File: config.mk
export PLATFORM = sky130hd
export DESIGN_NAME = vau_front_flat
export DESIGN_NICKNAME = d
export VERILOG_FILES = /design/src/vec3_arith_unit_macros.svh /design/src/vau_pkg.sv /design/src/vau_ifs.sv /design/src/vau_front.sv /design/src/flat_wrapper.sv
export SDC_FILE = /design/constraint.sdc
export NUM_CORES = 1
export LEC_CHECK = 0
export ABC_AREA = 1
export BUFFER_PORTS_ARGS = -buffer_cell sky130_fd_sc_hd__buf_2
export CAP_MARGIN = 15
export CORE_AREA = 2 2 278 280
export CTS_BUF_LIST = sky130_fd_sc_hd__clkbuf_4
export CTS_CLUSTER_DIAMETER = 50
export DETAILED_ROUTE_END_ITERATION = 10
export DIE_AREA = 0 0 280 282
export PLACE_DENSITY = 0.71
export SKIP_LAST_GASP = 1
export SYNTH_ARGS = -nofsm -noshare
export SYNTH_HDL_FRONTEND = slang
export SYNTH_SLANG_ARGS = --single-unit
export TNS_END_PERCENT = 30
File: constraint.sdc
create_clock -name clk -period 30.8 [get_ports clk]
set_clock_uncertainty 0.15 [all_clocks]
set_input_delay 9.24 -clock clk [delete_from_list [all_inputs] [get_ports clk]]
set_output_delay 9.24 -clock clk [all_outputs]
set_load 0.005 [all_outputs]
File: src/vec3_arith_unit_macros.svh
// Assertion macros shared by the vector ALU modules.
`ifndef VEC3_ARITH_UNIT_MACROS_SVH
`define VEC3_ARITH_UNIT_MACROS_SVH

// Same-cycle implication, clocked on clk, off while arst_n is low.
`define VAU_ASSERT_IMP(lbl, ante, cons) \
	lbl: assert property (@(posedge clk) disable iff (!arst_n) (ante) |-> (cons)) \
		else $error("vau: assertion failed");

// Next-cycle implication, clocked on clk, off while arst_n is low.
`define VAU_ASSERT_NXT(lbl, ante, cons) \
	lbl: assert property (@(posedge clk) disable iff (!arst_n) (ante) |=> (cons)) \
		else $error("vau: assertion failed");

`endif

File: src/vau_pkg.sv
// Types, constants and operation codes of the three-component vector ALU.
package vau_pkg;

	localparam int FRAC_BITS = 16;
	localparam int DW        = 32;
	localparam int PW        = 2 * DW;
	localparam int CW        = PW + 2;
	localparam int NMUL      = 6;

	localparam logic [DW-1:0] SAT_MAX = {1'b0, {(DW-1){1'b1}}};
	localparam logic [DW-1:0] SAT_MIN = {1'b1, {(DW-1){1'b0}}};

	typedef enum logic [2:0] {
		OP_ADD   = 3'd0,
		OP_SUB   = 3'd1,
		OP_SCALE = 3'd2,
		OP_DOT   = 3'd3,
		OP_CROSS = 3'd4
	} op_t;

	// stage 1: multiplier operands plus exact add/sub results
	typedef struct packed {
		logic [NMUL-1:0][DW-1:0] ma;
		logic [NMUL-1:0][DW-1:0] mb;
		logic [2:0][DW:0]        lin;
		logic                    use_lin;
		logic                    dot;
	} s1_t;

	// stage 2: full-width products
	typedef struct packed {
		logic [NMUL-1:0][PW-1:0] p;
		logic [2:0][DW:0]        lin;
		logic                    use_lin;
		logic                    dot;
	} s2_t;

	// stage 3: exact combined values before shift
	typedef struct packed {
		logic [2:0][CW-1:0] c;
		logic               use_lin;
		logic               dot;
	} s3_t;

endpackage

File: src/vau_ifs.sv
// Valid/ready channel interfaces for the vector ALU request and result.
interface vau_req_if;
	logic              valid;
	logic              ready;
	logic [2:0]        operation;
	logic signed [31:0] a_x;
	logic signed [31:0] a_y;
	logic signed [31:0] a_z;
	logic signed [31:0] b_x;
	logic signed [31:0] b_y;
	logic signed [31:0] b_z;
	logic signed [31:0] scale_factor;

	modport source (output valid, operation, a_x, a_y, a_z, b_x, b_y, b_z, scale_factor,
		input ready);
	modport sink (input valid, operation, a_x, a_y, a_z, b_x, b_y, b_z, scale_factor,
		output ready);
endinterface


File: src/vau_front.sv
// Stage 1: operation decode, multiplier operand routing, exact add/subtract.
module vau_front (
	input  logic            clk,
	input  logic            arst_n,
	vau_req_if.sink         req,
	output vau_pkg::s1_t    s1,
	output logic            v_s1,
	input  logic            rdy_nxt
);

	vau_pkg::s1_t                  d;
	logic [2:0][vau_pkg::DW-1:0]   a;
	logic [2:0][vau_pkg::DW-1:0]   b;
	logic                          rdy;
	logic signed [vau_pkg::DW:0]   ea;
	logic signed [vau_pkg::DW:0]   eb;

	assign a   = {req.a_z, req.a_y, req.a_x};
	assign b   = {req.b_z, req.b_y, req.b_x};
	assign rdy = !v_s1 || rdy_nxt;
	assign req.ready = rdy;

	always_comb begin
		d = '0;
		ea = '0;
		eb = '0;
		unique case (vau_pkg::op_t'(req.operation))
			vau_pkg::OP_ADD: begin
				d.use_lin = 1'b1;
				for (int i = 0; i < 3; i++) begin
					ea = {a[i][vau_pkg::DW-1], a[i]};
					eb = {b[i][vau_pkg::DW-1], b[i]};
					d.lin[i] = ea + eb;
				end
			end
			vau_pkg::OP_SUB: begin
				d.use_lin = 1'b1;
				for (int i = 0; i < 3; i++) begin
					ea = {a[i][vau_pkg::DW-1], a[i]};
					eb = {b[i][vau_pkg::DW-1], b[i]};
					d.lin[i] = ea - eb;
				end
			end
			vau_pkg::OP_SCALE: begin
				for (int i = 0; i < 3; i++) begin
					d.ma[2*i] = a[i];
					d.mb[2*i] = req.scale_factor;
				end
			end
			vau_pkg::OP_DOT: begin
				d.dot = 1'b1;
				for (int i = 0; i < 3; i++) begin
					d.ma[2*i] = a[i];
					d.mb[2*i] = b[i];
				end
			end
			vau_pkg::OP_CROSS: begin
				// even lane minus odd lane gives each cross component
				d.ma[0] = a[1]; d.mb[0] = b[2];
				d.ma[1] = a[2]; d.mb[1] = b[1];
				d.ma[2] = a[2]; d.mb[2] = b[0];
				d.ma[3] = a[0]; d.mb[3] = b[2];
				d.ma[4] = a[0]; d.mb[4] = b[1];
				d.ma[5] = a[1]; d.mb[5] = b[0];
			end
			default: begin
				// unused code: zero result, no clamp
				d.use_lin = 1'b1;
			end
		endcase
	end

	always_ff @(posedge clk or negedge arst_n) begin
		if (!arst_n) begin
			v_s1 <= 1'b0;
		end else if (rdy) begin
			v_s1 <= req.valid;
		end
	end

	always_ff @(posedge clk) begin
		if (rdy && req.valid) begin
			s1 <= d;
		end
	end

endmodule

File: src/flat_wrapper.sv
// flat-port wrapper written by rule: the top's interface ports become plain ports
module vau_front_flat 
  (clk, arst_n, s1, v_s1, rdy_nxt, req_valid, req_operation, req_a_x, req_a_y, req_a_z, req_b_x, req_b_y, req_b_z, req_scale_factor, req_ready);
  vau_req_if req_i ();
  input  logic clk;
  input  logic arst_n;
  output vau_pkg::s1_t s1;
  output logic v_s1;
  input  logic rdy_nxt;
  input wire logic [$bits(req_i.valid)-1:0] req_valid;
  input wire logic [$bits(req_i.operation)-1:0] req_operation;
  input wire logic [$bits(req_i.a_x)-1:0] req_a_x;
  input wire logic [$bits(req_i.a_y)-1:0] req_a_y;
  input wire logic [$bits(req_i.a_z)-1:0] req_a_z;
  input wire logic [$bits(req_i.b_x)-1:0] req_b_x;
  input wire logic [$bits(req_i.b_y)-1:0] req_b_y;
  input wire logic [$bits(req_i.b_z)-1:0] req_b_z;
  input wire logic [$bits(req_i.scale_factor)-1:0] req_scale_factor;
  output wire logic [$bits(req_i.ready)-1:0] req_ready;
  assign req_i.valid = req_valid;
  assign req_i.operation = req_operation;
  assign req_i.a_x = req_a_x;
  assign req_i.a_y = req_a_y;
  assign req_i.a_z = req_a_z;
  assign req_i.b_x = req_b_x;
  assign req_i.b_y = req_b_y;
  assign req_i.b_z = req_b_z;
  assign req_i.scale_factor = req_scale_factor;
  assign req_ready = req_i.ready;
  vau_front u_core (.clk(clk), .arst_n(arst_n), .req(req_i), .s1(s1), .v_s1(v_s1), .rdy_nxt(rdy_nxt));
endmodule
==> summary by stage <==
Placed design
At the placement stage, the worst setup path has a slack of 11730 ps. Port buffering added 717 buffers. The post-placement cell area is 32890 µm². Summed over all nets, the half-perimeter wirelength after detailed placement is 103.4 mm. The congestion estimate from routability-driven global placement came to roughly 0.98.

Routing
The final routed wire length divided by cell count is 23.96 µm. In this run the remaining antenna-violating nets after routing total 0. The number of detailed-routing iterations run before antenna repair is 6. The total wire length after detailed routing is 125.6 mm. The detailed-route vias per instance is 5.193. The remaining design rule violation count is 0. The final route contains 27210 vias. The starting DRC count in detailed routing is ~2700.

Worst setup path
The critical setup path kind is in -> out. The arrival time at the worst endpoint is around 9700 ps. The required time of the critical path is 21410 ps. The kind of start point of the critical path is a primary input. The maximum fanout along the worst path is 2. The worst setup path startpoint is rdy_nxt. STA classifies the critical path endpoint as an output port.

The reg-to-reg critical path startpoint is u_core.v_s1$_DFFE_PN0N_.

Floorplan
The core region is 75700 µm². In this run the vertical extent of the chip is 282 µm. The die is 280 µm wide. The overall die area is 78960 µm². The floorplan has 101 rows. The count of boundary I/O pins is 718. The starting density of the core is 37.42%.

Logic synthesis
The synthesis-stage register bit count is ~500. In the synthesized netlist, the number of instances is ~3400. Of all flip-flops after synthesis, the portion carrying an async set or reset was 0.2058%. The number of flops mapped to enable cells by yosys is 485. Yosys mapped the design onto 44 distinct sky130hd cell types.

The post-synthesis share of cell area spent on xor and xnor gates is about 2.5%. Of the post-synthesis cell area, the part taken by muxes is 0%. The adder and majority cell fraction of the synthesized area is 4.585%. The post-synthesis net count is 3724. The dominant cell type by area after synthesis is sky130_fd_sc_hd__edfxtp_1. The Yosys warning count is 0. Dividing the synthesized area by the synthesized cell count gives around 8.4 µm². For this run, the leading register cell type out of synthesis is sky130_fd_sc_hd__edfxtp_1. After synthesis, the largest family of logic cells by area is simple AND/OR/NAND/NOR gates. The area of the mapped netlist is 28320 µm². The fraction of the mapped netlist area in simple logic gates is 22.82%. The compound-gate portion of the synthesized area is 9.307%. After synthesis, the cell types taking the most area are sky130_fd_sc_hd__edfxtp_1 (51%), sky130_fd_sc_hd__nand2_1 (12%), sky130_fd_sc_hd__inv_1 (7.8%). The portion of the post-synthesis area used by sequential elements is 51.51%. Of the post-synthesis cell area, the dominant cell type holds between 50% and 60%.

Final layout
The synthesis-to-layout area growth is 21.97%. In the final layout, the share of cells above drive strength 1 is approximately 23%. The layout filler cell count is 7628. Cells fill 45.64% of the core in the end. The net count of the finished layout is 4502.

The post-route cell area is 34550 µm².

Global routing
The initial antenna violation count was 22. The sum of overflow across all layers after global routing is 0. The via count of the first global-routing pass is ~25000. The global-route usage over all layers is 30.90%. The wire length of the first global-routing pass is 172.4 mm. The maximum number of pins on one net before global-route repair is roughly 140.

Pwr
Across the VDD grid, the largest voltage drop is 39.09 µV. Summed over all cells, the static leakage comes to 0.01714 µW. The power density over cell area is slightly above 50 nW/µm².

CTS
The post-CTS repair timing setup buffer count is 0. The number of hold buffers added after CTS was 0. TritonCTS built the clock tree. The clock-pin transition on the worst setup and hold timing paths is 70 ps.

The number of buffers created by CTS is 130. The number of gates given a new drive strength after cts is 0. Counting along the longest clock path gives a buffer depth of 3.

In this run the number of H-tree levels came out at 4. The clock root buffer is sky130_fd_sc_hd__clkbuf_4. Clock tree synthesis found a total of 486 sinks. Clock latency on the worst-skew pair, taken at its later pin, is around 980 ps.

STA
The worst path meets setup with 11720 ps of slack. Of the available clock period, the critical path in the final layout requires 61.95%. The final number of hold-violating endpoints came to 0.

In this run the tightest slew margin relative to its limit is around 26%. The setup-violating endpoint count in the final report is 0. The setup TNS is 0 ps. The time the final worst path needs with I/O delays and setup is approximately 19000 ps. The upper clock frequency limit is 0.05241 GHz. Setup repair after global routing left no endpoint under its margin.

The transition time at the pin with the least slew margin is 1116 ps. The max-slew violation count is 0.

Hold path
The critical hold path startpoint is u_core.v_s1$_DFFE_PN0N_. The class of the tightest hold or removal check is reg -> reg.

Run status
The flow ran to the end, and the final reports show no timing, DRC or antenna violations.

Flow run
The count of maximum capacitance violations is 0.
-- logic make-up (layout without fill, tap and decap cells) --
| family | after synthesis | count (layout) |
|---|---|---|
| other | 0 | 15 |
| XOR/XNOR | 80 | 80 |
| flip-flops | 486 | 486 |
| AO/OA/AOI/OAI | 418 | 418 |
| AND/OR/NAND/NOR | 1622 | 1622 |
| buffers and inverters | 683 | 1539 |
| adder cells (fa/ha/maj) | 102 | 102 |
-- final cells by class --
class | instances | area, µm² | share of cell area (%)
Sequential cell | 486 | 14590 | 42.23
Multi-Input combinational cell | 2222 | 11120 | 32.19
Antenna cell | 15 | 37.54 | 0.1087
Inverter | 596 | 2248 | 6.508
Timing Repair Buffer | 733 | 3709 | 10.73
Tap cell | 978 | 1224 | 3.542
Clock inverter | 36 | 312.8 | 0.9054
Clock buffer | 174 | 1306 | 3.781
-- where the power goes --
part           internal (µW)  total, µW  leakage (µW)  switching [µW]
clock network            305        587      0.000955             282
registers                776        787       0.00483            11.1
logic                    109        376        0.0114             266
-- cell usage after synthesis, types with 8 or more instances --
| cell | number |
|---|---|
| sky130_fd_sc_hd__xor2_1 | 77 |
| sky130_fd_sc_hd__inv_1 | 590 |
| sky130_fd_sc_hd__nor3_1 | 33 |
| sky130_fd_sc_hd__o21ai_0 | 65 |
| sky130_fd_sc_hd__o221ai_1 | 96 |
| sky130_fd_sc_hd__buf_1 | 9 |
| sky130_fd_sc_hd__nand2_1 | 908 |
| sky130_fd_sc_hd__nor4_1 | 9 |
| sky130_fd_sc_hd__nand3_1 | 94 |
| sky130_fd_sc_hd__clkbuf_1 | 43 |
| sky130_fd_sc_hd__buf_2 | 31 |
| sky130_fd_sc_hd__o21ai_1 | 13 |
| sky130_fd_sc_hd__a21oi_1 | 126 |
| sky130_fd_sc_hd__and2_1 | 9 |
| sky130_fd_sc_hd__nor2_2 | 8 |
| sky130_fd_sc_hd__edfxtp_1 | 485 |
| sky130_fd_sc_hd__nor2_1 | 521 |
| sky130_fd_sc_hd__nand4_1 | 15 |
| sky130_fd_sc_hd__o22ai_1 | 96 |
| sky130_fd_sc_hd__ha_1 | 99 |
-- state kept, by name, summed over array words and instances, names as in the netlist --
name,count
u_core.s1,485
u_core.v_s1,1
-- final timing paths --
check                                         endpoint  slack [ps]  cells past startpoint
setup / recovery                             req_ready       11720                      4
hold / removal                 u_core.v_s1$_DFFE_PN0N_         480                      2
setup reg to reg           u_core.s1[37]$_SDFFCE_PN0P_       26400                      5
hold reg to reg                u_core.v_s1$_DFFE_PN0N_         480                      2
max in group asynchronous      u_core.v_s1$_DFFE_PN0N_       22540                      1
min in group asynchronous      u_core.v_s1$_DFFE_PN0N_        7870                      1
-- cell usage in the layout, fill, tap and decap left out, types with 4 or more instances in the layout --
master / Yosys / final
sky130_fd_sc_hd__buf_2: 31 / 717
sky130_fd_sc_hd__nor2_2: 8 / 9
sky130_fd_sc_hd__nand2_2: 6 / 6
sky130_fd_sc_hd__nand3_1: 94 / 94
sky130_fd_sc_hd__o221ai_1: 96 / 96
sky130_fd_sc_hd__nor3_2: 5 / 5
sky130_fd_sc_hd__nand2_1: 908 / 908
sky130_fd_sc_hd__nand4_1: 15 / 15
sky130_fd_sc_hd__and2_1: 9 / 9
sky130_fd_sc_hd__clkinv_2: 0 / 7
sky130_fd_sc_hd__o22ai_1: 96 / 96
sky130_fd_sc_hd__clkbuf_4: 0 / 174
sky130_fd_sc_hd__buf_4: 1 / 16
sky130_fd_sc_hd__a21oi_2: 5 / 5
sky130_fd_sc_hd__xor2_1: 77 / 77
sky130_fd_sc_hd__nor2_1: 521 / 520
sky130_fd_sc_hd__clkinv_1: 0 / 16
sky130_fd_sc_hd__nor3_1: 33 / 33
sky130_fd_sc_hd__o21bai_1: 7 / 7
sky130_fd_sc_hd__inv_2: 6 / 4
sky130_fd_sc_hd__inv_1: 590 / 590
sky130_fd_sc_hd__bufinv_16: 0 / 5
sky130_fd_sc_hd__ha_1: 99 / 99
sky130_fd_sc_hd__diode_2: 0 / 15
sky130_fd_sc_hd__edfxtp_1: 485 / 485
sky130_fd_sc_hd__nor4_1: 9 / 9
sky130_fd_sc_hd__o21ai_1: 13 / 13
sky130_fd_sc_hd__inv_6: 0 / 4
sky130_fd_sc_hd__o21ai_0: 65 / 65
sky130_fd_sc_hd__a21oi_1: 126 / 125
-- metrics by stage --
step | power (µW) | hold WS [ps] | instances
floorplan | 1022 | 400.7 | 3391
global placement | 1167 | 458.0 | 5015
detailed placement | 1170 | 461.4 | 5015
CTS | 1753 | 471.7 | 5225
global route | 1827 | 516.4 | 5235
finish | 1749 | 482.6 | 5240
-- worst max-delay path, cell delays in order --
cell and delay (ps):
sky130_fd_sc_hd__buf_2 100, sky130_fd_sc_hd__inv_1 110, sky130_fd_sc_hd__nand2_1 100, sky130_fd_sc_hd__buf_2 140
-- layer usage --
layer  share of wire [%]  track usage, %  vias to the layer above
li1                    -               -                    12739
met1                  40           39.07                    12755
met4                 4.9           15.56                        6
met5               0.030               0                        -
met2                  46           49.53                     1479
met3                 9.4           7.333                      231
(Power assumes the default switching activity.)
