--- config.mk ---
export PLATFORM = sky130hd
export DESIGN_NAME = vau_sat_flat
export DESIGN_NICKNAME = d
export VERILOG_FILES = /design/src/vau_pkg.sv /design/src/vau_ifs.sv /design/src/vau_sat.sv /design/src/flat_wrapper.sv
export VERILOG_INCLUDE_DIRS = /design/src /design/src/src
export SDC_FILE = /design/constraint.sdc
export NUM_CORES = 1
export LEC_CHECK = 0
export ABC_AREA = 0
export BUFFER_PORTS_ARGS = -buffer_cell sky130_fd_sc_hd__clkbuf_2
export CORE_AREA = 2 2 118 120
export DETAILED_ROUTE_END_ITERATION = 7
export DIE_AREA = 0 0 120 122
export GPL_TIMING_DRIVEN = 1
export PLACE_DENSITY = 0.87
export SLEW_MARGIN = 0
export SYNTH_ARGS = -nofsm -noshare
export SYNTH_HDL_FRONTEND = slang
export SYNTH_SLANG_ARGS = --single-unit
--- constraint.sdc ---
create_clock -name clk -period 5.3 [get_ports clk]
set_clock_uncertainty 0.15 [all_clocks]
set_input_delay 0.53 -clock clk [delete_from_list [all_inputs] [get_ports clk]]
set_output_delay 0.53 -clock clk [all_outputs]
set_load 0.1 [all_outputs]
--- src/vec3_arith_unit_macros.svh ---
// Assertion macros shared by the vector ALU modules.
`ifndef VEC3_ARITH_UNIT_MACROS_SVH
`define VEC3_ARITH_UNIT_MACROS_SVH

// Same-cycle implication, clocked on clk, off while arst_n is low.
`define VAU_ASSERT_IMP(lbl, ante, cons) \
	lbl: assert property (@(posedge clk) disable iff (!arst_n) (ante) |-> (cons)) \
		else $error("vau: assertion failed");

// Next-cycle implication, clocked on clk, off while arst_n is low.
`define VAU_ASSERT_NXT(lbl, ante, cons) \
	lbl: assert property (@(posedge clk) disable iff (!arst_n) (ante) |=> (cons)) \
		else $error("vau: assertion failed");

`endif

--- src/vau_pkg.sv ---
// Types, constants and operation codes of the three-component vector ALU.
package vau_pkg;

	localparam int FRAC_BITS = 16;
	localparam int DW        = 32;
	localparam int PW        = 2 * DW;
	localparam int CW        = PW + 2;
	localparam int NMUL      = 6;

	localparam logic [DW-1:0] SAT_MAX = {1'b0, {(DW-1){1'b1}}};
	localparam logic [DW-1:0] SAT_MIN = {1'b1, {(DW-1){1'b0}}};

	typedef enum logic [2:0] {
		OP_ADD   = 3'd0,
		OP_SUB   = 3'd1,
		OP_SCALE = 3'd2,
		OP_DOT   = 3'd3,
		OP_CROSS = 3'd4
	} op_t;

	// stage 1: multiplier operands plus exact add/sub results
	typedef struct packed {
		logic [NMUL-1:0][DW-1:0] ma;
		logic [NMUL-1:0][DW-1:0] mb;
		logic [2:0][DW:0]        lin;
		logic                    use_lin;
		logic                    dot;
	} s1_t;

	// stage 2: full-width products
	typedef struct packed {
		logic [NMUL-1:0][PW-1:0] p;
		logic [2:0][DW:0]        lin;
		logic                    use_lin;
		logic                    dot;
	} s2_t;

	// stage 3: exact combined values before shift
	typedef struct packed {
		logic [2:0][CW-1:0] c;
		logic               use_lin;
		logic               dot;
	} s3_t;

endpackage

--- src/vau_ifs.sv ---


interface vau_rsp_if;
	logic              valid;
	logic              ready;
	logic signed [31:0] r_x;
	logic signed [31:0] r_y;
	logic signed [31:0] r_z;
	logic              saturated;

	modport source (output valid, r_x, r_y, r_z, saturated, input ready);
	modport sink (input valid, r_x, r_y, r_z, saturated, output ready);
endinterface

--- src/vau_sat.sv ---
// Stage 4: fraction shift, clamp to 32 bits, result register.
`include "vec3_arith_unit_macros.svh"

module vau_sat (
	input  logic            clk,
	input  logic            arst_n,
	input  vau_pkg::s3_t    s3,
	input  logic            v_s3,
	output logic            rdy_s3,
	vau_rsp_if.source       rsp
);

	logic                          rdy;
	logic                          v_s4;
	logic signed [vau_pkg::CW-1:0] v [3];
	logic [2:0][vau_pkg::DW-1:0]   r_d;
	logic [2:0]                    clamp;
	logic [2:0][vau_pkg::DW-1:0]   r_s4;
	logic                          sat_s4;
	logic                          any_rail;

	assign rdy    = !v_s4 || rsp.ready;
	assign rdy_s3 = rdy;

	always_comb begin
		for (int i = 0; i < 3; i++) begin
			v[i] = s3.use_lin ? $signed(s3.c[i]) : ($signed(s3.c[i]) >>> vau_pkg::FRAC_BITS);
			// fits when all bits from the sign of a 32-bit word upward agree
			clamp[i] = !((&v[i][vau_pkg::CW-1:vau_pkg::DW-1]) ||
				!(|v[i][vau_pkg::CW-1:vau_pkg::DW-1]));
			if (!clamp[i]) r_d[i] = v[i][vau_pkg::DW-1:0];
			else if (v[i][vau_pkg::CW-1]) r_d[i] = vau_pkg::SAT_MIN;
			else r_d[i] = vau_pkg::SAT_MAX;
		end
	end

	always_ff @(posedge clk or negedge arst_n) begin
		if (!arst_n) begin
			v_s4 <= 1'b0;
		end else if (rdy) begin
			v_s4 <= v_s3;
		end
	end

	always_ff @(posedge clk) begin
		if (rdy && v_s3) begin
			r_s4   <= r_d;
			sat_s4 <= |clamp;
		end
	end

	assign rsp.valid     = v_s4;
	assign rsp.r_x       = r_s4[0];
	assign rsp.r_y       = r_s4[1];
	assign rsp.r_z       = r_s4[2];
	assign rsp.saturated = sat_s4;

	// some component sits on a rail
	assign any_rail = r_s4[0] == vau_pkg::SAT_MAX || r_s4[0] == vau_pkg::SAT_MIN ||
		r_s4[1] == vau_pkg::SAT_MAX || r_s4[1] == vau_pkg::SAT_MIN ||
		r_s4[2] == vau_pkg::SAT_MAX || r_s4[2] == vau_pkg::SAT_MIN;

	`VAU_ASSERT_IMP(a_dot_yz_zero, v_s3 && s3.dot, s3.c[1] == '0 && s3.c[2] == '0)
	`VAU_ASSERT_IMP(a_sat_extreme, v_s4 && sat_s4, any_rail)

endmodule

--- src/flat_wrapper.sv ---
// flat-port wrapper written by rule: the top's interface ports become plain ports
module vau_sat_flat 
  (clk, arst_n, s3, v_s3, rdy_s3, rsp_valid, rsp_r_x, rsp_r_y, rsp_r_z, rsp_saturated, rsp_ready);
  vau_rsp_if rsp_i ();
  input  logic clk;
  input  logic arst_n;
  input  vau_pkg::s3_t s3;
  input  logic v_s3;
  output logic rdy_s3;
  output wire logic [$bits(rsp_i.valid)-1:0] rsp_valid;
  output wire logic [$bits(rsp_i.r_x)-1:0] rsp_r_x;
  output wire logic [$bits(rsp_i.r_y)-1:0] rsp_r_y;
  output wire logic [$bits(rsp_i.r_z)-1:0] rsp_r_z;
  output wire logic [$bits(rsp_i.saturated)-1:0] rsp_saturated;
  input wire logic [$bits(rsp_i.ready)-1:0] rsp_ready;
  assign rsp_valid = rsp_i.valid;
  assign rsp_r_x = rsp_i.r_x;
  assign rsp_r_y = rsp_i.r_y;
  assign rsp_r_z = rsp_i.r_z;
  assign rsp_saturated = rsp_i.saturated;
  assign rsp_i.ready = rsp_ready;
  vau_sat u_core (.clk(clk), .arst_n(arst_n), .s3(s3), .v_s3(v_s3), .rdy_s3(rdy_s3), .rsp(rsp_i));
endmodule
==> results.json, run 1 <==
{
  "p_clk_frac": 0.310,
  "drive_gt1_frac": 0.4372,
  "hp-class": "in2reg",
  "grt_overflow": 0,
  "setup_tns_ns": 0,
  "grt_pass1_vias": 5241,
  "synth_area_sq_um": 5690,
  "clock.fmax_mhz": 299.8,
  "max-cap-violations": 0,
  "drv_slew": 0,
  "ys_types": 44,
  "relSlewSlack": 0.2434,
  "hold_path.startpoint": "v_s3",
  "start_util": 0.4214,
  "reg2reg_depth": 3,
  "synthFlopType": "edfxtp_1",
  "regArea_sq_um": 2938,
  "fin_crit_sh": 0.6294,
  "critPathArrivalTime_ns": 3.25,
  "grt_start_max_net_pins": 89,
  "h-tree-depth": 3,
  "ctsResizeCount": 0,
  "yosysMostFrequentCell": "mux2i_1",
  "worstPathMaxFanout": 88,
  "dieArea_sq_um": 14640,
  "fin_crit_ns": 3.336,
  "required_ns": 5.22,
  "postCtsSetupBuffers": 0,
  "regToRegSetupSlack_ns": 3.02,
  "fp.coreArea_sq_um": 13500,
  "rsz0062_at_grt": "false",
  "dp.cells": 927,
  "gp_congestion": 0.9488,
  "fin_util": 0.5624,
  "rr_endpoint": "u_core.rsp.r_z[31]",
  "ys_seq_area_frac": 0.5163,
  "timing.rr.start": "u_core.rsp.valid",
  "synth-edff-count": 97,
  "p_int_uw": 1415,
  "vdd_drop_max_v": 0.0001569,
  "die_height_microns": 122,
  "ant_nets": 0,
  "fin_cells": 945,
  "multiInputGateArea_sq_um": 2531,
  "holdBufCountCts": 1,
  "gr-usage-all-layers": 0.2400,
  "crit_type": "in2reg",
  "via_count": 5307,
  "powerDensity_nw_per_um2": 289.4,
  "rows": 43,
  "synthCells": 476,
  "drc_errors": 0,
  "synth.area.top_cells": "edfxtp_1 (51%), mux2i_1 (22%), a21oi_1 (5.9%), nand4_1 (2.2%), nor4_1 (2.2%)",
  "final_hold_viol_count": 0,
  "synth_top_area_share": 0.5119,
  "die_x_microns": 120,
  "p_leak_uw": 0.003296,
  "syn_area_per_cell_sq_um": 11.95,
  "io_buffers": 301,
  "critPathLaunchType": "primary input",
  "nFillCells": 1178,
  "dp_hpwl_microns": 14100,
  "drtIter0Drc": 437,
  "combPwrFrac": 0.275,
  "wire_per_inst_microns": 19.36,
  "cts.reportedPaths.clkPinSlew_ns": 0.07,
  "ys_top_cells_by_count": "mux2i_1 (124), edfxtp_1 (97), a21oi_1 (67)",
  "antenna_found_initial": 1,
  "holdPathEnd": "u_core.rsp.valid",
  "avgViaCountPerCell": 5.616,
  "insertion_delay_ns": 0.35,
  "hold_depth": 2,
  "boundaryPins": 303,
  "setup_viol": 0,
  "crit_path_end_kind": "register",
  "cts_sinks": 98,
  "seq_power_share": 0.415,
  "p_sw_uw": 783.3,
  "layout.nets": 963,
  "root_buffer": "clkbuf_16",
  "finalPower_uw": 2198,
  "synth_top_area_cell": "edfxtp_1",
  "cts_tree": "done",
  "finalWirelength_microns": 18290,
  "grt_pass1_wl_microns": 26820,
  "syn_nets": 680,
  "outcome": "complete, no violations",
  "worst_slew_pin_slew_ns": 1.134,
  "clockBufferDepth": 2,
  "synthArstFlopShare": 0.01020,
  "cts_buffers": 9,
  "ys_warn_count": 0,
  "area_growth_pct": 33.47,
  "dr.pass1.iters": 5,
  "swShare": 0.3563,
  "synth-seq-cells": 98
}
==> logic make-up after synthesis <==
kind of cell | share of synthesized area
buf+inv | 0.03979
simple gates | 0.1201
compound gates | 0.1058
mux | 0.2181
flops | 0.5163
==> per-stage QoR <==
stage	worst slack [ns]	hold slack, ns	area [sq um]
6_report	1.964	0.2494	7595
5_1_grt	1.783	0.2447	7595
4_1_cts	2.024	0.2265	7592
3_5_place_dp	1.644	0.1587	7274
3_3_place_gp	1.660	0.1590	7274
2_1_floorplan	0.6602	0.08441	5690
==> cells in the final DEF (no fill, tap or decap), types with 4 or more instances in the layout <==
| master | n |
|---|---|
| clkbuf_2 | 300 |
| mux2i_1 | 124 |
| edfxtp_1 | 97 |
| a21oi_1 | 67 |
| nor4_1 | 20 |
| nand4_1 | 20 |
| nand3_1 | 18 |
| nor3_1 | 15 |
| nor2_1 | 11 |
| nand2_1 | 10 |
| clkbuf_16 | 9 |
| buf_4 | 7 |
| or4_1 | 5 |
| and3_1 | 4 |
| o21ai_0 | 4 |
==> layout make-up <==
class                      count  share of cell area
clock inverter                 7             0.01087
sequential                    98              0.3868
inverter                       4            0.001977
clock buffer                   9             0.02965
multi-input combinational    337              0.3333
antenna                        1           0.0003295
tap                          180             0.02965
timing repair buffer         309              0.2074
==> power by group through the flow <==
stage	logic [uW]	registers (uW)	clock network [uW]
after floorplan	132	1230	0
after global placement	598	929	0
after detailed placement	601	931	0
after CTS	602	914	693
after global routing	629	917	721
final	604	913	681
==> critical path, stage by stage <==
cell and delay [ns]:
buf_6 0.58, buf_4 0.75, nand4_1 0.17, o32a_1 0.25, o32ai_4 0.30, buf_4 0.37, a21oi_1 0.14
==> how the worst max path moves through the flow <==
stage                     start                 end  slack (ns)  depth (start not counted)
2_1_floorplan  u_core.rsp.valid   u_core.rsp.r_x[0]        0.66                          2
3_3_place_gp              s3[1]   u_core.rsp.r_x[4]        1.66                          7
3_5_place_dp              s3[1]  u_core.rsp.r_y[10]        1.64                          7
4_1_cts                   s3[1]  u_core.rsp.r_y[21]        2.02                          7
5_1_grt                   s3[1]  u_core.rsp.r_y[21]        1.78                          7
6_report                  s3[1]  u_core.rsp.r_x[29]        1.96                          7
==> metal layers <==
| layer | wire, microns | vias up | GRT usage | share of wire |
|---|---|---|---|---|
| met3 | 1518 | 37 | 0.04822 | 0.083 |
| met4 | 536 | 0 | 0.1199 | 0.029 |
| li1 | - | 2483 | - | - |
| met5 | 0 | - | 0 | 0 |
| met2 | 8999 | 330 | 0.4027 | 0.49 |
| met1 | 7239 | 2457 | 0.2951 | 0.40 |
==> registers in the layout, indices dropped and copies added, names as in the netlist <==
register and flops:
u_core.rsp.saturated 1, u_core.rsp.r_x 32, u_core.rsp.r_y 32, u_core.rsp.valid 1, u_core.rsp.r_z 32
No activity file was read; power rests on OpenSTA's default activity.
==> run 2, diff against run 1 <==
Settings changed: CORE_AREA 2 2 118 120 to default, CORE_ASPECT_RATIO from default to 0.7, CORE_MARGIN from default to 1.5, CORE_UTILIZATION from default to 46, DIE_AREA 0 0 120 122 to default, PLACE_DENSITY 0.87 to 0.92.
Clock period 5.3 ns to 3.08 ns, I/O delays scaled along.
==> results.json, run 2 (synthesis results as in run 1) <==
{
  "outcome": "complete, no violations",
  "final_hold_viol_count": 0,
  "boundaryPins": 303,
  "grt_start_max_net_pins": 42,
  "design_area_sq_um": 7704,
  "powerDensity_nw_per_um2": 498.8,
  "drv_slew": 0,
  "critPathLaunchType": "primary input",
  "grt_pass1_vias": 5124,
  "gr-usage-all-layers": 0.2807,
  "fp.coreArea_sq_um": 11890,
  "hp-class": "in2reg",
  "rsz0062_at_grt": "false",
  "ant_nets": 0,
  "layout_setup_ws_ns": 0.5249,
  "drc_errors": 0,
  "dp_hpwl_microns": 15070,
  "holdPathEnd": "u_core.rsp.valid",
  "avgViaCountPerCell": 5.841,
  "via_count": 5438,
  "die_height_microns": 96.06,
  "p_leak_uw": 0.003367,
  "wire_per_inst_microns": 20.39,
  "drtIter0Drc": 470,
  "area_growth_pct": 35.38,
  "worstPathMaxFanout": 31,
  "slowest_stage": "nor2_2",
  "drive_gt1_frac": 0.4432,
  "cts_sinks": 98,
  "rows": 33,
  "fin_crit_ns": 2.555,
  "setup_tns_ns": 0,
  "grt_overflow": 0,
  "fin_util": 0.6478,
  "dr.pass1.iters": 5,
  "required_ns": 2.95,
  "crit_path_end_kind": "register",
  "slowest_delay_ns": 0.94,
  "die_x_microns": 135.9,
  "gp_congestion": 0.9302,
  "insertion_delay_ns": 0.34,
  "cts.reportedPaths.clkPinSlew_ns": 0.07,
  "critPathArrivalTime_ns": 2.43,
  "dieArea_sq_um": 13060,
  "vdd_drop_max_v": 0.0003212,
  "start_util": 0.4785,
  "rr_endpoint": "u_core.rsp.r_z[4]",
  "crit_type": "in2reg",
  "fin_crit_sh": 0.8296,
  "max-cap-violations": 0,
  "postPlaceCellArea_sq_um": 7373,
  "reg2reg_depth": 3,
  "setup_viol": 0,
  "root_buffer": "clkbuf_16",
  "final_cell_mix": "clkbuf_2 (300), mux2i_1 (124), edfxtp_1 (97)",
  "fin_cells": 931,
  "clockBufferDepth": 2,
  "finalWirelength_microns": 18980,
  "cts_buffers": 9,
  "io_buffers": 301,
  "preCtsSetupSlack_ns": 0.1667,
  "h-tree-depth": 3,
  "startpoint": "s3[1]",
  "timing.rr.start": "u_core.rsp.valid",
  "grt_pass1_wl_microns": 27440,
  "path_cells": "buf_6 > buf_4 > or4_1 > nor3_1 > o22ai_1 > o32ai_4 > nor2_2 > a21oi_1",
  "antenna_found_initial": 0,
  "worst_slew_pin_slew_ns": 1.244,
  "relSlewSlack": 0.1698,
  "dp.cells": 914,
  "clock.fmax_mhz": 391.4,
  "hold_path.startpoint": "v_s3",
  "layout.nets": 973,
  "regToRegSetupSlack_ns": 1.21,
  "diodes": 0,
  "cts_tree": "done",
  "final_common_cell": "clkbuf_2",
  "hold_depth": 2,
  "nFillCells": 932
}
[run 2: changes by cell type in the layout (fill, tap and decap cells not counted)]
cell and change:
clkinvlp_4 -1, clkinv_4 +1, nand2b_1 -1, diode_2 -1, inv_6 -3, nand2b_2 +1
buf_4 +6, bufinv_16 +1, clkbuf_1 +2, buf_12 +4
[run 2: routing by layer]
| layer | vias to the layer above | wire, microns | GRT usage |
|---|---|---|---|
| li1 | 2490 | - | - |
| met1 | 2582 | 7662 | 0.3604 |
| met2 | 337 | 9332 | 0.4869 |
| met3 | 29 | 1635 | 0.05898 |
| met4 | 0 | 352 | 0.07535 |
| met5 | - | 0 | 0 |
[run 2: how the worst max path moves through the flow]
stage                          to  slack [ns]  cells after the start
5_1_grt         u_core.rsp.r_z[4]        0.34                      8
6_report        u_core.rsp.r_z[7]        0.52                      8
3_5_place_dp    u_core.rsp.r_z[7]        0.17                      8
4_1_cts         u_core.rsp.r_z[7]        0.53                      8
2_1_floorplan   u_core.rsp.r_x[0]        0.33                      2
3_3_place_gp   u_core.rsp.r_z[26]        0.28                      8
[run 2: cell type report]
cell class / count / area [sq um] / share of cell area
clock inverter: 5 / 87.58 / 0.01137
inverter: 4 / 15.01 / 0.001949
sequential: 98 / 2938 / 0.3814
clock buffer: 11 / 232.7 / 0.03021
tap: 157 / 196.4 / 0.02550
multi-input combinational: 337 / 2534 / 0.3289
timing repair buffer: 319 / 1700 / 0.2207
[run 2: power by group]
group	switching [uW]	internal (uW)	leakage, uW	total [uW]
sequential	22.5	1550	0.000932	1580
combinational	801	246	0.00228	1050
clock	500	720	0.000152	1220
[run 2: critical path: cells and delay by family]
family                 cells  cell delay (ns)
AOI/OAI and AO/OA          3             0.48
and+or+nand+nor            3             1.12
buffers and inverters      2             0.48
[run 2: metrics by stage]
stage	power, uW	hold slack (ns)
2_1_floorplan	2332	-0.1376
3_3_place_gp	2630	-0.06575
3_5_place_dp	2645	-0.06641
4_1_cts	3855	0.03974
5_1_grt	3961	0.03479
6_report	3843	0.04940
[run 2: what timing repair did]
item                                    CTS  global route
buffers inserted                          0             0
resized for setup                         0             0
endpoints found under the setup margin    0             0
hold buffers                              1             0
hold endpoints to repair                  1             0
==> run 3, diff against run 2 <==
Settings changed: ABC_AREA 0 to 1, CORE_UTILIZATION 46 to 49, PLACE_DENSITY 0.92 to 0.93.
Clock period 3.08 ns to 2.61 ns, I/O delays scaled along.
==> results.json, run 3 <==
{
  "outcome": "complete, no violations",
  "synth_top_area_cell": "edfxtp_1",
  "crit_path_end": "u_core.rsp.r_y[8]",
  "grt_pass1_wl_microns": 32620,
  "final_cell_mix": "nand2_1 (626), clkbuf_2 (300), edfxtp_1 (97)",
  "relSlewSlack": 0.6090,
  "holdBufCountCts": 2,
  "area_growth_pct": 28.63,
  "yosysMostFrequentCell": "nand2_1",
  "nFillCells": 1193,
  "synth-edff-count": 97,
  "postCtsSetupBuffers": 0,
  "synthArstFlopShare": 0.01020,
  "p_leak_uw": 0.004637,
  "reg2reg_depth": 2,
  "antenna_found_initial": 0,
  "cts_buffers": 9,
  "cp_common_cell": "nand2_1",
  "drive_gt1_frac": 0.2579,
  "layout_setup_ws_ns": 0.2220,
  "gp_congestion": 0.9218,
  "slowest_stage": "dlygate4sd3_1",
  "synth.area.top_cells": "edfxtp_1 (43%), nand2_1 (34%), o21ai_0 (5.1%), nor2_1 (4.4%), inv_1 (3.5%)",
  "crit_path_end_kind": "register",
  "holdWs_ns": 0.01693,
  "final_common_cell": "nand2_1",
  "setup_viol": 0,
  "fin_crit_ns": 2.388,
  "gr-usage-all-layers": 0.2891,
  "clock.fmax_mhz": 418.8,
  "slowest_delay_ns": 0.53,
  "dr.pass1.iters": 5,
  "grt_pass1_vias": 6747,
  "critPathLaunchType": "primary input",
  "via_count": 7613,
  "ys_warn_count": 0,
  "avgViaCountPerCell": 5.038,
  "wire_per_inst_microns": 14.17,
  "regToRegSetupSlack_ns": 0.96,
  "ant_nets": 0,
  "cts_tree": "done",
  "hp-class": "in2reg",
  "synth-seq-cells": 98,
  "synth_area_sq_um": 6834,
  "critPathArrivalTime_ns": 2.44,
  "grt_start_max_net_pins": 101,
  "fp.coreArea_sq_um": 13400,
  "required_ns": 2.67,
  "crit_family": "simple AND/OR/NAND/NOR gates",
  "worst_slew_pin_slew_ns": 0.5891,
  "insertion_delay_ns": 0.34,
  "crit_type": "in2reg",
  "syn_nets": 1251,
  "worstPathMaxFanout": 19,
  "final_hold_viol_count": 0,
  "crit_cells": 13,
  "ctsResizeCount": 0,
  "fin_cells": 1511,
  "ys_seq_area_frac": 0.4299,
  "dp_hpwl_microns": 16370,
  "start_util": 0.5100,
  "io_buffers": 301,
  "finalWirelength_microns": 21410,
  "grt_overflow": 0,
  "powerDensity_nw_per_um2": 517.0,
  "path_cells": "dlygate4sd3_1 > clkbuf_2 > nand2_1 > nand2_1 > nand2_1 > nor2_1 > nand3_1 > nor2_1 > nand2_1 > nand2_2 > buf_12 > nand2_1 > nand2_1",
  "syn_area_per_cell_sq_um": 6.527,
  "h-tree-depth": 3,
  "drtIter0Drc": 645,
  "dp.cells": 1492,
  "diodes": 0,
  "vdd_drop_max_v": 0.0002888,
  "max-cap-violations": 0,
  "rows": 35,
  "dieArea_sq_um": 14680,
  "path_buf_inv": 3,
  "postPlaceCellArea_sq_um": 8478,
  "startpoint": "s3[133]",
  "preCtsSetupSlack_ns": 0.1732,
  "rr_endpoint": "u_core.rsp.r_y[24]",
  "ys_top_cells_by_count": "nand2_1 (626), edfxtp_1 (97), nor2_1 (81)",
  "boundaryPins": 303,
  "clockBufferDepth": 2,
  "design_area_sq_um": 8791,
  "rsz0062_at_grt": "false",
  "drc_errors": 0,
  "timing.rr.start": "u_core.rsp.valid",
  "die_height_microns": 101.8,
  "cts.reportedPaths.clkPinSlew_ns": 0.07,
  "drv_slew": 0,
  "cts_sinks": 98,
  "die_x_microns": 144.2,
  "layout.nets": 1525,
  "synthCells": 1047,
  "synthFlopType": "edfxtp_1",
  "ys_types": 25,
  "fin_crit_sh": 0.9150,
  "root_buffer": "clkbuf_16",
  "synth_top_area_share": 0.4262
}
-- run 3: cell types whose count changed after synthesis, moves of 20 or more --
cell     previous run  this run
a21oi_1            67         2
inv_1               3        64
mux2i_1           124         0
nand2_1            10       626
nor2_1             12        81
nor4_1             20         0
o21ai_0             4        69
-- run 3: report_power, final --
| group | switching, uW | internal [uW] |
|---|---|---|
| Combinational | 1080 | 329 |
| Sequential | 23.7 | 1830 |
| Clock | 619 | 659 |
-- run 3: kinds of logic after synthesis --
kind of cell | count (synthesis) | synth area share
AO/OA/AOI/OAI | 75 | 0.05602
buffers and inverters | 124 | 0.08916
flip-flops | 98 | 0.4299
AND/OR/NAND/NOR | 750 | 0.4249
-- run 3: routing by layer --
metal,GRT usage,up-vias,share of wire
met1,0.3612,3333,0.40
met5,0,-,0
met2,0.5024,428,0.48
met3,0.07376,45,0.11
li1,-,3807,-
met4,0.07382,0,0.021
-- run 3: worst reg2reg max path: cells and delay by family, from the launching register on --
family,cells,cell delay (ns)
flops,1,0.50
buf+inv,1,0.43
compound gates,1,0.15
-- run 3: worst min path at each step --
stage	depth (start not counted)	from	slack (ns)	end
after floorplan	0	arst_n	-0.18	u_core.rsp.valid
after global placement	1	arst_n	-0.11	u_core.rsp.valid
after detailed placement	1	arst_n	-0.11	u_core.rsp.valid
after CTS	1	s3[133]	0.005	u_core.rsp.r_y[31]
after global routing	3	v_s3	0.02	u_core.rsp.valid
final	3	v_s3	0.02	u_core.rsp.valid
-- run 3: metrics by stage --
stage                     utilization  setup TNS, ns  total power, uW
after floorplan                     -         -27.57             2915
after global placement         0.6327              0             3267
after detailed placement       0.6327              0             3287
after CTS                      0.6553              0             4552
after global routing           0.6560              0             4734
final                          0.6560              0             4545
-- run 3: layout make-up --
cell class	instances	area (sq um)	area share
clock buffer	10	229.0	0.02605
clock inverter	6	53.80	0.006120
sequential	98	2942	0.3346
multi-input combinational	825	3298	0.3752
timing repair buffer	322	1790	0.2037
tap	185	231.5	0.02633
inverter	65	246.5	0.02804
